File: src/hdl/tse_pkg.sv
// tse_pkg: types, codes and the utf-8 step function of the sni extractor
// no dependencies
package tse_pkg;

  typedef enum logic [3:0] {
    PH_HDR     = 4'd0,
    PH_HSTYPE  = 4'd1,
    PH_SKIP    = 4'd2,
    PH_SID_LEN = 4'd3,
    PH_CS_HI   = 4'd4,
    PH_CS_LO   = 4'd5,
    PH_CM_LEN  = 4'd6,
    PH_EXT_HI  = 4'd7,
    PH_EXT_LO  = 4'd8,
    PH_EXT_HDR = 4'd9,
    PH_ENT_HDR = 4'd10,
    PH_NAME    = 4'd11
  } tse_phase_e;

  typedef enum logic [3:0] {
    ST_FOUND     = 4'd0,
    ST_SHORT     = 4'd1,
    ST_SSLV2     = 4'd2,
    ST_NOT_HS    = 4'd3,
    ST_OLD       = 4'd4,
    ST_NOT_HELLO = 4'd5,
    ST_SSL3      = 4'd6,
    ST_EXT_MIS   = 4'd7,
    ST_NO_SNI    = 4'd8,
    ST_LIST_MIS  = 4'd9,
    ST_NO_HOST   = 4'd10,
    ST_TOO_LONG  = 4'd11,
    ST_BAD_UTF8  = 4'd12,
    ST_TRUNC     = 4'd13
  } tse_status_e;

  typedef enum logic [3:0] {
    U_ACC = 4'd0,
    U_BAD = 4'd1,
    U_C1  = 4'd2,
    U_C2  = 4'd3,
    U_C3  = 4'd4,
    U_E0  = 4'd5,
    U_ED  = 4'd6,
    U_F0  = 4'd7,
    U_F4  = 4'd8
  } tse_utf8_e;

  localparam logic [7:0] HS_CONTENT_TYPE = 8'h16;
  localparam logic [7:0] CLIENT_HELLO    = 8'h01;
  localparam logic [7:0] SSLV2_MINOR     = 8'h01;
  localparam logic [5:0] FIXED_SKIP      = 6'd37;
  localparam logic [2:0] ADDR_MAX_NAME   = 3'd0;

  typedef struct packed {
    logic       item_kind;
    logic [7:0] name_byte;
    logic [3:0] status_code;
    logic [7:0] name_length;
    logic       final_item;
  } tse_res_t;

  // results caused by one request, name byte first
  typedef struct packed {
    logic     name_vld;
    tse_res_t name;
    logic     stat_vld;
    tse_res_t stat;
  } tse_push_t;

  function automatic tse_utf8_e utf8_step(tse_utf8_e s, logic [7:0] b);
    logic c;
    tse_utf8_e r;
    c = (b >= 8'h80) && (b <= 8'hBF);
    r = U_BAD;
    unique case (s)
      U_ACC: begin
        if (b < 8'h80) r = U_ACC;
        else if (b >= 8'hC2 && b <= 8'hDF) r = U_C1;
        else if (b == 8'hE0) r = U_E0;
        else if (b == 8'hED) r = U_ED;
        else if (b >= 8'hE1 && b <= 8'hEF) r = U_C2;
        else if (b == 8'hF0) r = U_F0;
        else if (b >= 8'hF1 && b <= 8'hF3) r = U_C3;
        else if (b == 8'hF4) r = U_F4;
        else r = U_BAD;
      end
      U_C1: r = c ? U_ACC : U_BAD;
      U_C2: r = c ? U_C1 : U_BAD;
      U_C3: r = c ? U_C2 : U_BAD;
      U_E0: r = (b >= 8'hA0 && b <= 8'hBF) ? U_C1 : U_BAD;
      U_ED: r = (b >= 8'h80 && b <= 8'h9F) ? U_C1 : U_BAD;
      U_F0: r = (b >= 8'h90 && b <= 8'hBF) ? U_C2 : U_BAD;
      U_F4: r = (b >= 8'h80 && b <= 8'h8F) ? U_C2 : U_BAD;
      default: r = U_BAD;
    endcase
    return r;
  endfunction

endpackage

File: src/hdl/tse_if.sv
// tse_req_if and tse_res_if: valid/ready channels of the sni extractor
// no dependencies
interface tse_req_if;
  logic       valid;
  logic       ready;
  logic [7:0] data_byte;
  logic       last_byte;
  modport source (output valid, data_byte, last_byte, input ready);
  modport sink (input valid, data_byte, last_byte, output ready);
endinterface

interface tse_res_if;
  logic       valid;
  logic       ready;
  logic       item_kind;
  logic [7:0] name_byte;
  logic [3:0] status_code;
  logic [7:0] name_length;
  logic       final_item;
  modport source (output valid, item_kind, name_byte, status_code, name_length, final_item,
                  input ready);
  modport sink (input valid, item_kind, name_byte, status_code, name_length, final_item,
                output ready);
endinterface

File: src/hdl/tse_parser.sv
// tse_parser: per-byte client hello walk, one byte per accepted request
// depends on tse_pkg
module tse_parser #(
  parameter int LengthWidth = 16
) (
  input  logic              clk_i,
  input  logic              rst_ni,
  input  logic              fire_i,
  input  logic [7:0]        data_byte_i,
  input  logic              last_byte_i,
  input  logic [7:0]        max_name_length_i,
  output tse_pkg::tse_push_t push_o
);
  import tse_pkg::*;

  localparam int LW = LengthWidth;

  tse_phase_e phase_q, phase_d, after_q, after_d;
  logic [2:0] pos_q, pos_d;
  logic [LW-1:0] skip_q, skip_d, ext_q, ext_d, sni_q, sni_d, acc_q, acc_d;
  logic [7:0] vmaj_q, vmaj_d, vmin_q, vmin_d, fhb_q, fhb_d;
  tse_utf8_e utf_q, utf_d;
  logic zs_q, zs_d, dec_q, dec_d, tnz_q, tnz_d;

  logic [15:0] w16;
  logic [LW-1:0] len;
  logic ent;
  tse_phase_e ent_ph;
  logic sk;
  logic [LW-1:0] sk_cnt;
  tse_phase_e sk_ph;
  logic stat_v;
  tse_status_e stat_c;
  logic [7:0] stat_len;
  logic name_v;
  logic [7:0] name_b;
  logic ext_chk, sni_chk;

  assign w16 = {acc_q[7:0], data_byte_i};
  assign len = LW'(w16);

  always_comb begin
    phase_d = phase_q; after_d = after_q; pos_d = pos_q; skip_d = skip_q;
    ext_d = ext_q; sni_d = sni_q; acc_d = acc_q; vmaj_d = vmaj_q; vmin_d = vmin_q;
    fhb_d = fhb_q; utf_d = utf_q; zs_d = zs_q; dec_d = dec_q; tnz_d = tnz_q;
    ent = 1'b0; ent_ph = PH_HDR; sk = 1'b0; sk_cnt = '0; sk_ph = PH_HDR;
    stat_v = 1'b0; stat_c = ST_FOUND; stat_len = '0; name_v = 1'b0; name_b = '0;
    ext_chk = 1'b0; sni_chk = 1'b0;
    if (fire_i && !dec_q) begin
      unique case (phase_q)
        PH_HDR: begin
          if (pos_q == 3'd0) fhb_d = data_byte_i;
          else if (pos_q == 3'd1) vmaj_d = data_byte_i;
          else if (pos_q == 3'd2) vmin_d = data_byte_i;
          if (pos_q < 3'd4) begin
            pos_d = pos_q + 3'd1;
          end else if (fhb_q[7] && vmin_q == SSLV2_MINOR) begin
            stat_v = 1'b1; stat_c = ST_SSLV2;
          end else if (fhb_q != HS_CONTENT_TYPE) begin
            stat_v = 1'b1; stat_c = ST_NOT_HS;
          end else if (vmaj_q < 8'd3) begin
            stat_v = 1'b1; stat_c = ST_OLD;
          end else begin
            ent = 1'b1; ent_ph = PH_HSTYPE;
          end
        end
        PH_HSTYPE: begin
          if (data_byte_i != CLIENT_HELLO) begin
            stat_v = 1'b1; stat_c = ST_NOT_HELLO;
          end else begin
            sk = 1'b1; sk_cnt = LW'(FIXED_SKIP); sk_ph = PH_SID_LEN;
          end
        end
        PH_SKIP: begin
          skip_d = skip_q - 1'b1;
          if (skip_d == '0) begin
            ent = 1'b1; ent_ph = after_q;
          end
        end
        PH_SID_LEN: begin
          sk = 1'b1; sk_cnt = LW'(data_byte_i); sk_ph = PH_CS_HI;
        end
        PH_CS_HI: begin
          acc_d = LW'(data_byte_i); phase_d = PH_CS_LO;
        end
        PH_CS_LO: begin
          sk = 1'b1; sk_cnt = len; sk_ph = PH_CM_LEN;
        end
        PH_CM_LEN: begin
          sk = 1'b1; sk_cnt = LW'(data_byte_i); sk_ph = PH_EXT_HI;
        end
        PH_EXT_HI: begin
          acc_d = LW'(data_byte_i); phase_d = PH_EXT_LO;
        end
        PH_EXT_LO: begin
          ext_d = len; ext_chk = 1'b1; sk_cnt = '0;
        end
        PH_EXT_HDR: begin
          if (pos_q < 3'd2) begin
            if (data_byte_i != 8'h00) tnz_d = 1'b1;
            pos_d = pos_q + 3'd1;
          end else if (pos_q == 3'd2) begin
            acc_d = LW'(data_byte_i); pos_d = pos_q + 3'd1;
          end else begin
            ext_d = ext_q - LW'(4);
            if (!tnz_q) begin
              if (len < LW'(2)) begin
                stat_v = 1'b1; stat_c = ST_LIST_MIS;
              end else begin
                sni_d = len - LW'(2); sni_chk = 1'b1; sk_cnt = LW'(2);
              end
            end else if (len > ext_d) begin
              stat_v = 1'b1; stat_c = ST_EXT_MIS;
            end else begin
              ext_d = ext_d - len; ext_chk = 1'b1; sk_cnt = len;
            end
          end
        end
        PH_ENT_HDR: begin
          if (pos_q == 3'd0) begin
            tnz_d = (data_byte_i != 8'h00); pos_d = pos_q + 3'd1;
          end else if (pos_q == 3'd1) begin
            acc_d = LW'(data_byte_i); pos_d = pos_q + 3'd1;
          end else begin
            sni_d = sni_q - LW'(3);
            if (!tnz_q) begin
              acc_d = len;
              if (len > LW'(max_name_length_i)) begin
                stat_v = 1'b1; stat_c = ST_TOO_LONG;
              end else if (len == '0) begin
                stat_v = 1'b1; stat_c = ST_FOUND;
              end else begin
                phase_d = PH_NAME; skip_d = len; zs_d = 1'b0; utf_d = U_ACC;
              end
            end else if (len > sni_d) begin
              stat_v = 1'b1; stat_c = ST_LIST_MIS;
            end else begin
              sni_d = sni_d - len; sni_chk = 1'b1; sk_cnt = len;
            end
          end
        end
        PH_NAME: begin
          name_v = 1'b1;
          name_b = zs_q ? 8'h00 : data_byte_i;
          if (!zs_q) begin
            if (data_byte_i == 8'h00) zs_d = 1'b1;
            else utf_d = utf8_step(utf_q, data_byte_i);
          end
          skip_d = skip_q - 1'b1;
          if (skip_d == '0) begin
            stat_v = 1'b1;
            stat_c = (utf_d == U_ACC) ? ST_FOUND : ST_BAD_UTF8;
            stat_len = (utf_d == U_ACC) ? acc_q[7:0] : 8'h00;
          end
        end
        default: begin
          stat_v = 1'b1; stat_c = ST_TRUNC;
        end
      endcase

      // list walks: a header needs four more bytes
      if (ext_chk) begin
        if (ext_d < LW'(4)) begin
          stat_v = 1'b1; stat_c = (ext_d != '0) ? ST_EXT_MIS : ST_NO_SNI;
        end else begin
          sk = 1'b1; sk_ph = PH_EXT_HDR;
        end
      end
      if (sni_chk) begin
        if (sni_d < LW'(4)) begin
          stat_v = 1'b1; stat_c = (sni_d != '0) ? ST_LIST_MIS : ST_NO_HOST;
        end else begin
          sk = 1'b1; sk_ph = PH_ENT_HDR;
        end
      end
      if (sk) begin
        if (sk_cnt == '0) begin
          ent = 1'b1; ent_ph = sk_ph;
        end else begin
          phase_d = PH_SKIP; skip_d = sk_cnt; after_d = sk_ph;
        end
      end
      if (ent) begin
        phase_d = ent_ph; pos_d = '0; tnz_d = 1'b0;
        if (ent_ph == PH_EXT_HI && last_byte_i && vmaj_d == 8'd3 && vmin_d == 8'd0) begin
          stat_v = 1'b1; stat_c = ST_SSL3;
        end
      end
      if (stat_v) dec_d = 1'b1;
    end

    // end of packet while still undecided
    if (fire_i && !dec_d && last_byte_i) begin
      stat_v = 1'b1;
      if (phase_d == PH_HDR) begin
        stat_c = ST_SHORT;
      end else if (phase_d == PH_NAME && zs_d) begin
        stat_c = (utf_d == U_ACC) ? ST_FOUND : ST_BAD_UTF8;
        stat_len = (utf_d == U_ACC) ? acc_d[7:0] : 8'h00;
      end else begin
        stat_c = ST_TRUNC;
      end
    end
    if (stat_v && stat_c != ST_FOUND) stat_len = 8'h00;
    if (stat_v && stat_c == ST_FOUND && !name_v && !(phase_d == PH_NAME)) stat_len = 8'h00;

    if (fire_i && last_byte_i) begin
      phase_d = PH_HDR; after_d = PH_HDR; pos_d = '0; skip_d = '0; ext_d = '0;
      sni_d = '0; acc_d = '0; vmaj_d = '0; vmin_d = '0; fhb_d = '0; utf_d = U_ACC;
      zs_d = 1'b0; dec_d = 1'b0; tnz_d = 1'b0;
    end
  end

  always_comb begin
    push_o.name_vld = name_v;
    push_o.name.item_kind = 1'b0;
    push_o.name.name_byte = name_b;
    push_o.name.status_code = '0;
    push_o.name.name_length = '0;
    push_o.name.final_item = 1'b0;
    push_o.stat_vld = stat_v;
    push_o.stat.item_kind = 1'b1;
    push_o.stat.name_byte = '0;
    push_o.stat.status_code = stat_c;
    push_o.stat.name_length = stat_len;
    push_o.stat.final_item = 1'b1;
  end

  always_ff @(posedge clk_i or negedge rst_ni) begin
    if (!rst_ni) begin
      phase_q <= PH_HDR; after_q <= PH_HDR; pos_q <= '0; skip_q <= '0; ext_q <= '0;
      sni_q <= '0; acc_q <= '0; vmaj_q <= '0; vmin_q <= '0; fhb_q <= '0;
      utf_q <= U_ACC; zs_q <= 1'b0; dec_q <= 1'b0; tnz_q <= 1'b0;
    end else begin
      phase_q <= phase_d; after_q <= after_d; pos_q <= pos_d; skip_q <= skip_d;
      ext_q <= ext_d; sni_q <= sni_d; acc_q <= acc_d; vmaj_q <= vmaj_d;
      vmin_q <= vmin_d; fhb_q <= fhb_d; utf_q <= utf_d; zs_q <= zs_d;
      dec_q <= dec_d; tnz_q <= tnz_d;
    end
  end

`ifndef SYNTH
  a_two_only_in_name: assert property (@(posedge clk_i) disable iff (!rst_ni)
    (push_o.name_vld && push_o.stat_vld) |-> (phase_q == PH_NAME))
    else $error("name byte and status together outside name phase");
  a_name_only_undecided: assert property (@(posedge clk_i) disable iff (!rst_ni)
    push_o.name_vld |-> (fire_i && !dec_q))
    else $error("name byte after decision");
  a_last_clears: assert property (@(posedge clk_i) disable iff (!rst_ni)
    (fire_i && last_byte_i) |=> (phase_q == PH_HDR && !dec_q))
    else $error("parser not cleared after last byte");
`endif

endmodule

File: src/hdl/tse_out_fifo.sv
// tse_out_fifo: four-entry result queue taking up to two items per cycle
// depends on tse_pkg
module tse_out_fifo (
  input  logic               clk_i,
  input  logic               rst_ni,
  input  tse_pkg::tse_push_t push_i,
  output logic               space_o,
  output logic               valid_o,
  input  logic               ready_i,
  output tse_pkg::tse_res_t  data_o
);
  import tse_pkg::*;

  tse_res_t mem_q [4];
  logic [1:0] wp_q, wp_d, rp_q, rp_d;
  logic [2:0] cnt_q, cnt_d;
  logic pop;
  logic [1:0] npush;

  assign pop = valid_o && ready_i;
  assign npush = {1'b0, push_i.name_vld} + {1'b0, push_i.stat_vld};
  assign valid_o = (cnt_q != 3'd0);
  assign space_o = (cnt_q <= 3'd2);
  assign data_o = mem_q[rp_q];
  assign wp_d = wp_q + npush;
  assign rp_d = rp_q + {1'b0, pop};
  assign cnt_d = cnt_q + {1'b0, npush} - {2'b0, pop};

  always_ff @(posedge clk_i) begin
    if (push_i.name_vld) begin
      mem_q[wp_q] <= push_i.name;
      if (push_i.stat_vld) mem_q[wp_q + 2'd1] <= push_i.stat;
    end else if (push_i.stat_vld) begin
      mem_q[wp_q] <= push_i.stat;
    end
  end

  always_ff @(posedge clk_i or negedge rst_ni) begin
    if (!rst_ni) begin
      wp_q <= '0; rp_q <= '0; cnt_q <= '0;
    end else begin
      wp_q <= wp_d; rp_q <= rp_d; cnt_q <= cnt_d;
    end
  end

`ifndef SYNTH
  a_no_overflow: assert property (@(posedge clk_i) disable iff (!rst_ni)
    cnt_q <= 3'd4)
    else $error("result queue overflow");
  a_push_has_room: assert property (@(posedge clk_i) disable iff (!rst_ni)
    (push_i.name_vld || push_i.stat_vld) |-> (cnt_q <= 3'd2))
    else $error("push without room");
  a_ptr_track: assert property (@(posedge clk_i) disable iff (!rst_ni)
    cnt_q[1:0] == 2'(wp_q - rp_q))
    else $error("queue pointers and count disagree");
`endif

endmodule

File: src/hdl/tls_sni_extractor.sv
// tls_sni_extractor: top level, apb register, parser and result queue
// depends on tse_pkg, tse_if, tse_parser, tse_out_fifo
// a result is written into the result queue on the clock edge that accepts its request
// throughput: one request byte per cycle while the queue has room; at most two results per byte
// the four-entry result queue holds off requests while fewer than two slots are free
// reset: asynchronous active low, parser to header phase, max_name_length to 255
module tls_sni_extractor #(
  parameter int LENGTH_WIDTH = 16
) (
  input  logic        clk_i,
  input  logic        rst_ni,
  input  logic        psel,
  input  logic        penable,
  input  logic        pwrite,
  input  logic [2:0]  paddr,
  input  logic [31:0] pwdata,
  output logic [31:0] prdata,
  output logic        pready,
  tse_req_if.sink     req_i,
  tse_res_if.source   res_o
);
  import tse_pkg::*;

  logic [7:0] max_len_q;
  logic       fire;
  tse_push_t  push;
  tse_res_t   head;
  logic       space;

  // config register, single location at word zero
  assign pready = 1'b1;
  assign prdata = (paddr[2] == ADDR_MAX_NAME[2]) ? {24'h0, max_len_q} : 32'h0;

  always_ff @(posedge clk_i or negedge rst_ni) begin
    if (!rst_ni) begin
      max_len_q <= 8'd255;
    end else if (psel && penable && pwrite && paddr[2] == ADDR_MAX_NAME[2]) begin
      max_len_q <= pwdata[7:0];
    end
  end

  // a request is taken whenever the queue can absorb its worst case
  assign req_i.ready = space;
  assign fire = req_i.valid && space;

  tse_parser #(.LengthWidth(LENGTH_WIDTH)) u_parser (
    .clk_i            (clk_i),
    .rst_ni           (rst_ni),
    .fire_i           (fire),
    .data_byte_i      (req_i.data_byte),
    .last_byte_i      (req_i.last_byte),
    .max_name_length_i(max_len_q),
    .push_o           (push)
  );

  tse_out_fifo u_fifo (
    .clk_i  (clk_i),
    .rst_ni (rst_ni),
    .push_i (push),
    .space_o(space),
    .valid_o(res_o.valid),
    .ready_i(res_o.ready),
    .data_o (head)
  );

  assign res_o.item_kind   = head.item_kind;
  assign res_o.name_byte   = head.name_byte;
  assign res_o.status_code = head.status_code;
  assign res_o.name_length = head.name_length;
  assign res_o.final_item  = head.final_item;

endmodule
File: src/flat_wrapper.sv
// flat-port wrapper written by rule: the top's interface ports become plain ports
module tls_sni_extractor_flat import tse_pkg::*;
#(
  parameter int LENGTH_WIDTH = 16
)
  (clk_i, rst_ni, psel, penable, pwrite, paddr, pwdata, prdata, pready, req_i_valid, req_i_data_byte, req_i_last_byte, req_i_ready, res_o_valid, res_o_item_kind, res_o_name_byte, res_o_status_code, res_o_name_length, res_o_final_item, res_o_ready);
  tse_req_if req_i_i ();
  tse_res_if res_o_i ();
  input  logic clk_i;
  input  logic rst_ni;
  input  logic psel;
  input  logic penable;
  input  logic pwrite;
  input  logic [2:0] paddr;
  input  logic [31:0] pwdata;
  output logic [31:0] prdata;
  output logic pready;
  input wire logic [$bits(req_i_i.valid)-1:0] req_i_valid;
  input wire logic [$bits(req_i_i.data_byte)-1:0] req_i_data_byte;
  input wire logic [$bits(req_i_i.last_byte)-1:0] req_i_last_byte;
  output wire logic [$bits(req_i_i.ready)-1:0] req_i_ready;
  output wire logic [$bits(res_o_i.valid)-1:0] res_o_valid;
  output wire logic [$bits(res_o_i.item_kind)-1:0] res_o_item_kind;
  output wire logic [$bits(res_o_i.name_byte)-1:0] res_o_name_byte;
  output wire logic [$bits(res_o_i.status_code)-1:0] res_o_status_code;
  output wire logic [$bits(res_o_i.name_length)-1:0] res_o_name_length;
  output wire logic [$bits(res_o_i.final_item)-1:0] res_o_final_item;
  input wire logic [$bits(res_o_i.ready)-1:0] res_o_ready;
  assign req_i_i.valid = req_i_valid;
  assign req_i_i.data_byte = req_i_data_byte;
  assign req_i_i.last_byte = req_i_last_byte;
  assign req_i_ready = req_i_i.ready;
  assign res_o_valid = res_o_i.valid;
  assign res_o_item_kind = res_o_i.item_kind;
  assign res_o_name_byte = res_o_i.name_byte;
  assign res_o_status_code = res_o_i.status_code;
  assign res_o_name_length = res_o_i.name_length;
  assign res_o_final_item = res_o_i.final_item;
  assign res_o_i.ready = res_o_ready;
  tls_sni_extractor #(.LENGTH_WIDTH(LENGTH_WIDTH)) u_core (.clk_i(clk_i), .rst_ni(rst_ni), .psel(psel), .penable(penable), .pwrite(pwrite), .paddr(paddr), .pwdata(pwdata), .prdata(prdata), .pready(pready), .req_i(req_i_i), .res_o(res_o_i));
endmodule
File: config.mk
export PLATFORM = sky130hd
export DESIGN_NAME = tls_sni_extractor_flat
export DESIGN_NICKNAME = d
export VERILOG_FILES = /design/src/hdl/tse_pkg.sv /design/src/hdl/tse_if.sv /design/src/hdl/tse_parser.sv /design/src/hdl/tse_out_fifo.sv /design/src/hdl/tls_sni_extractor.sv /design/src/flat_wrapper.sv
export SDC_FILE = /design/constraint.sdc
export NUM_CORES = 1
export LEC_CHECK = 0
export BUFFER_PORTS_ARGS = -buffer_cell sky130_fd_sc_hd__buf_2
export CAP_MARGIN = 10
export CORE_ASPECT_RATIO = 1.25
export CORE_MARGIN = 2
export CORE_UTILIZATION = 69
export CTS_BUF_LIST = sky130_fd_sc_hd__clkbuf_8
export CTS_CLUSTER_SIZE = 24
export DETAILED_ROUTE_END_ITERATION = 16
export HOLD_SLACK_MARGIN = 0.02
export PLACE_DENSITY = 0.94
export SLEW_MARGIN = 20
export SYNTH_ARGS = -nofsm -noshare
export SYNTH_HDL_FRONTEND = slang
export SYNTH_HIERARCHICAL = 1
export SYNTH_SLANG_ARGS = --single-unit
File: constraint.sdc
create_clock -name clk_i -period 13.4 [get_ports clk_i]
set_input_delay 2.68 -clock clk_i [delete_from_list [all_inputs] [get_ports clk_i]]
set_output_delay 2.68 -clock clk_i [all_outputs]
set_load 0.01 [all_outputs]
==> results.md, run 1 <==
- Outcome: completed
- LEAKAGE: between 6 and 7 nW
- Clock slew at reported path FFs: around 60 ps
- Global Route met1 Usage: between 40% and 50%
- Post-CTS Hold Buffers: 0
- First-pass GRT wire length: roughly 76 mm
- Max incr delay on CP: between 900 and 1000 ps
- Routed vias: 15.40k
- Slew of the pin with the lowest slew margin: around 1200 ps
- Starting density of the core: ~70%
- Die Width: around 140 um
- Post-synth cell types: 110
- Initial antenna violation count: 1
- Async S/R FF share, synth: a little under three fifths
- Worst setup SP type: input pin
- H-tree depth: 2
- Final instance count without filler cells: about 2.1k
- DR DRC count: 0
- Post-synth top flop: dfrtp_1
- Max clock buf depth: 3
- Vias in the first global route: about 15k
- Seq/Total Area, Yosys: 33.92%
- TNS Setup: 0 ps
- Area contributors post-synth: edfxtp_1, dfrtp_1, ha_1
- Post-cts resize count: 0
- Hold Crit Start: u_core/u_parser/vmaj_q[2]
- CTS tree: built
- Pins over their slew limit: 0
- Average routed wire per standard cell: roughly 23 um
- RR Startpoint: u_core/u_parser/sni_q[5]
- Chip height: around 180 um
- Synth Register Bits: 201
- Post-synth top cells: nand2_1, nor2_1, dfrtp_1, a21oi_1, edfxtp_1
- Via density: around 7.3
- Fin util: around 73%
- Initial DRC Count: about 1.8k
- Post-synth EDFFs: ~90
- Clk sinks: between 200 and 250
- Worst min path class: register to register
- Fillers: around 1.6k
- Clk_lat worst skew: ~550 ps
- Worst setup path category: input pin to register
- GRT Max-Usage Layer: met2
- Gr usage total: just under 40%
- Synth warnings: 6
- Relative slew slack: roughly 23%
- Final hold vios: 0
- GR Util met2: between 60 and 70%
- Placed Cells: between 2k and 2.5k
- Area grow syn2layout: 4.081%
- Fin crit share: a little under 80%
- CP top delay family: simple AND/OR/NAND/NOR gates
- Netlist Area Pre-Place: about 16000 um2
- RSZ-0062 raised after global routing: no
- Largest net degree at the start of global routing: 74
- Crit path from: req_i_data_byte[4]
- Worst path bufs/invs: 2
- CTS root buffer: clkbuf_8
- RD Place Congestion: 1.035
- WP data arrival: between 10000 and 15000 ps
- Pwr Density: between 100 and 150 nW/um2
- Req. time, crit path: about 14000 ps
- Setup violations, final: 0
- Min Tclk post-route: around 11000 ps
- Post-CTS setup buffer count: 0
- Antenna viol nets, final: 0
- Fmax: approximately 95 MHz
- Cell Chain, Critical Path: buf_2, clkinv_1, ha_1, o211a_1, o31a_1, or3_1, a21oi_1, nor3_1, or3_1, a21oi_1, nand2_1, nor4_1, nor4_4, a21oi_1, ha_1, and3b_1, or2_2
- NumNets Final: roughly 1.9k
- Cts bufs inserted: 34
- Clock skew: 37.19 ps
- PortBufs: 56
- Total grt overflow: 0
- Cell count after synthesis: between 1.5k and 2k
- HPWL Detailed: approximately 33 mm
- Io pins: 108
- Initial DRT Pass Iterations: 8
- Slowest CP cell: and3b_1
- Max_cap viols: 0
- Area share of the largest cell type after synthesis: about 16%
- Crit. End Element: register
- Detailed-route wire length: 49.07 mm
- Layout cell share with drive strength beyond 1: about an eighth
- Die area: ~25000 um2
- Num rows: between 60 and 70
- Met3 Usage GRT: under 10%
- Max Fanout on Critical Path: 23
- Cell with the most instances after synthesis: nand2_1
- Area leader, netlist: edfxtp_1
- Peak VDD IR: roughly 0.10 mV
- CP most frequent cell: a21oi_1
- Mean post-synth cell area: about 9 um2
- Core area: roughly 23000 um2
## final timing paths
| check | slack (ps) | to | cells after the start |
|---|---|---|---|
| setup / recovery | 2880 | u_core/u_fifo/mem_q[2][5] | 17 |
| hold / removal | 490 | u_core/u_parser/vmaj_q[2] | 1 |
| setup reg to reg | 4190 | u_core/u_fifo/mem_q[2][5] | 19 |
| hold reg to reg | 490 | u_core/u_parser/vmaj_q[2] | 1 |
| max in group asynchronous | 9900 | u_core/u_parser/skip_q[11] | 2 |
| min in group asynchronous | 2120 | u_core/u_parser/sni_q[15] | 1 |
## cell usage in the layout, fill, tap and decap left out, types with 49 or more instances in the layout
cell / instances
o221ai_1: 69
dfrtp_1: 105
nand2_1: 179
nand2b_1: 60
ha_1: 55
nor3_1: 58
edfxtp_1: 88
inv_1: 59
nor2_1: 144
buf_2: 55
o21ai_0: 73
a21oi_1: 101
conb_1: 49
## flip-flops by register name, indices dropped and copies added, names as in the netlist, 4 cells and up
signal / count
u_core/u_parser/utf_q: 4
u_core/u_parser/ext_q: 16
u_core/u_parser/phase_q: 4
u_core/u_parser/vmaj_q: 8
u_core/u_parser/vmin_q: 8
u_core/u_parser/after_q: 4
u_core/u_parser/sni_q: 16
u_core/u_parser/skip_q: 16
u_core/u_parser/fhb_q: 8
u_core/u_fifo/mem_q: 88
u_core/max_len_q: 8
u_core/u_parser/acc_q: 8
## power breakdown
| group | internal (mW) | switching, mW |
|---|---|---|
| sequential | 0.753 | 0.0767 |
| combinational | 0.302 | 0.481 |
| clock | 0.330 | 0.268 |
| total | 1.38 | 0.825 |
## layout make-up
type                            instances  area (um2)  share of cell area, %
Antenna cell                            1       2.502                0.01488
Clock buffer                           43       591.8                  3.519
Clock inverter                         16       130.1                 0.7738
Inverter                               57       214.0                  1.272
Multi-Input combinational cell       1418        9635                  57.29
Sequential cell                       201        5480                  32.59
Tap cell                              288       360.3                  2.143
Timing Repair Buffer                   72       402.9                  2.396
## cell families after synthesis
kind of cell | Yosys count | synth area share (%)
AO/OA/AOI/OAI | 549 | 24.52
buffers and inverters | 242 | 7.790
adder cells (fa/ha/maj) | 58 | 4.631
multiplexers | 47 | 4.785
flip-flops | 201 | 33.92
other | 4 | 0.09290
AND/OR/NAND/NOR | 644 | 20.37
XOR/XNOR | 71 | 3.895
## per-stage QoR
stage	area [um2]	hold WS, ps	power, mW	worst slack, ps
after detailed placement	16090	481.6	1.593	2753
after CTS	16810	495.2	2.185	3281
after floorplan	16330	457.6	1.392	4509
after global routing	16820	515.9	2.301	2822
after global placement	16090	477.5	1.559	2891
final	16820	492.0	2.210	2879
## metal layers
layer	share of wire, %	vias up
met5	0	-
met4	7.0	0
met3	12	313
met2	47	1207
met1	35	7151
li1	-	6732
(Power assumes the default switching activity.)
==> inputs of run 2 (changes only) <==
Settings changed: CORE_UTILIZATION 69 to 58, PLACE_DENSITY 0.94 to 0.85.
Clock period 13.4 ns to 9.3 ns, I/O delays scaled along.
==> run 2 against run 1 <==
  * Critical path depth grew 2
  * Clock power is 42% higher
  * Die area rose by 18%
  * Sequential cell count stayed put
  * Largest cell class unchanged
  * Via count fell by 2.1%
  * Total power rose by 44%
==> results.md, run 2 (synthesis results as in run 1) <==
- Outcome: completed
- Clock skew: between 30 and 40 ps
- WP data arrival: around 8000 ps
- Largest Register: u_core/u_fifo/mem_q
- Post-DP Area: between 15000 and 20000 um2
- Total grt overflow: 0
- Placed Cells: about 2.1k
- Setup violations, final: 0
- Fmax: 129.8 MHz
- Io pins: between 100 and 150
- TNS Setup: 0 ps
- Post-cts resize count: 0
- Worst setup SP type: input pin
- Fin area: 17120 um2
- Min Tclk post-route: ~7700 ps
- DR DRC count: 0
- Pins over their slew limit: 0
- Starting density of the core: roughly three fifths
- Worst min path class: register to register
- Antenna viol nets, final: 0
- Pwr Total: between 3 and 4 mW
- Cts bufs inserted: 31
- Average routed wire per standard cell: roughly 23 um
- H-tree depth: 1
- Die Width: about 150 um
- Crit. End Element: register
- Clk_lat worst skew: 620 ps
- Pwr Density: 185.8 nW/um2
- RSZ-0062 raised after global routing: no
- CTS tree: built
- Max Fanout on Critical Path: 17
- Die area: 29220 um2
- Peak VDD IR: roughly 0.12 mV
- Clk sinks: between 200 and 250
- Fin crit share: between 80% and 90%
- Fillers: 2224
- Routed vias: 15.08k
- Final hold vios: 0
- Core area: around 27000 um2
- HPWL Detailed: between 30 and 40 mm
- NumNets Final: between 1.5k and 2k
- Relative slew slack: 28.70%
- Clock slew at reported path FFs: roughly 70 ps
- Initial antenna violation count: 0
- Multi-input gate area: between 9000 and 10000 um2
- RD Place Congestion: about 1
- Largest net degree at the start of global routing: 68
- PortBufs: 56
- Slew of the pin with the lowest slew margin: between 1000 and 1500 ps
- Layout cell share with drive strength beyond 1: ~13%
- First-pass GRT wire length: about 77 mm
- Req. time, crit path: 9620 ps
- CTS root buffer: clkbuf_8
- Num rows: 68
- Max reg flops: 88
- Detailed-route wire length: ~50 mm
- Max_cap viols: 0
- Commonest non-fill, non-tap cells in the layout: nand2_1, nor2_1, dfrtp_1, a21oi_1, edfxtp_1
- Post-CTS setup buffer count: 0
- Max clock buf depth: 3
- LEAKAGE: 6.698 nW
- Initial DRT Pass Iterations: 6
- Vias in the first global route: roughly 14k
- Commonest non-fill, non-tap cell in the layout: nand2_1
- Diode count: 0
- Area grow syn2layout: 5.978%
- Reg area: approximately 5500 um2
- Gr usage total: 33.23%
- Initial DRC Count: around 1.7k
- Worst setup path category: input pin to register
- Final instance count without filler cells: 2186
- Chip height: between 150 and 200 um
- Via density: slightly below 7
- Post-CTS Hold Buffers: 0
run 2: area by class of cell:
| cell class | count | share of cell area [%] |
|---|---|---|
| Clock buffer | 37 | 2.974 |
| Clock inverter | 20 | 1.125 |
| Inverter | 57 | 1.249 |
| Multi-Input combinational cell | 1418 | 56.23 |
| Sequential cell | 201 | 32.00 |
| Tap cell | 350 | 2.557 |
| Timing Repair Buffer | 103 | 3.858 |
run 2: final timing paths:
kind,startpoint,endpoint,slack (ps),cells past startpoint
setup / recovery,req_i_data_byte[0],u_core/u_fifo/mem_q[1][17],1600,19
hold reg to reg,u_core/u_parser/vmaj_q[4],u_core/u_parser/vmaj_q[4],500,1
hold / removal,u_core/u_parser/vmaj_q[4],u_core/u_parser/vmaj_q[4],500,1
min in group asynchronous,rst_ni,u_core/u_parser/sni_q[14],1290,1
max in group asynchronous,rst_ni,u_core/u_parser/ext_q[2],6630,2
setup reg to reg,u_core/u_parser/sni_q[5],u_core/u_fifo/cnt_q[2],1940,24
run 2: per-stage QoR:
step	worst slack (ps)	hold WS, ps	util, %
after floorplan	1229	457.6	-
after global placement	1274	478.2	59.76
after detailed placement	1193	481.8	59.76
after CTS	1799	497.5	62.31
after global routing	1367	525.0	62.31
final	1596	496.0	62.31
run 2: routing by layer:
layer,wire (um),track usage (%),vias to the layer above
met3,4900,5.659,233
met1,18250,40.15,7124
met5,0,0,-
li1,-,-,6766
met2,23710,55.75,958
met4,3474,19.98,0
run 2: where the power goes:
part           leakage, nW  total (mW)  internal, mW  switching (mW)
Clock                0.395       0.846         0.472           0.374
Combinational         3.97        1.15         0.448           0.706
Sequential            2.34        1.18          1.08          0.0966
run 2: worst max-delay path, cell delays in order:
cell      delay, ps
buf_2           380
ha_1            270
inv_1            60
fa_1            420
a211oi_1        440
nor3_2          150
o21ai_1         210
a311o_2         410
nor2_1          210
or3_1           630
a21oi_1         460
nand2_1         200
nor4_1          320
buf_4           190
nor4_4           60
a21oi_1         340
ha_1            410
nor3b_2         740
o221ai_1        230
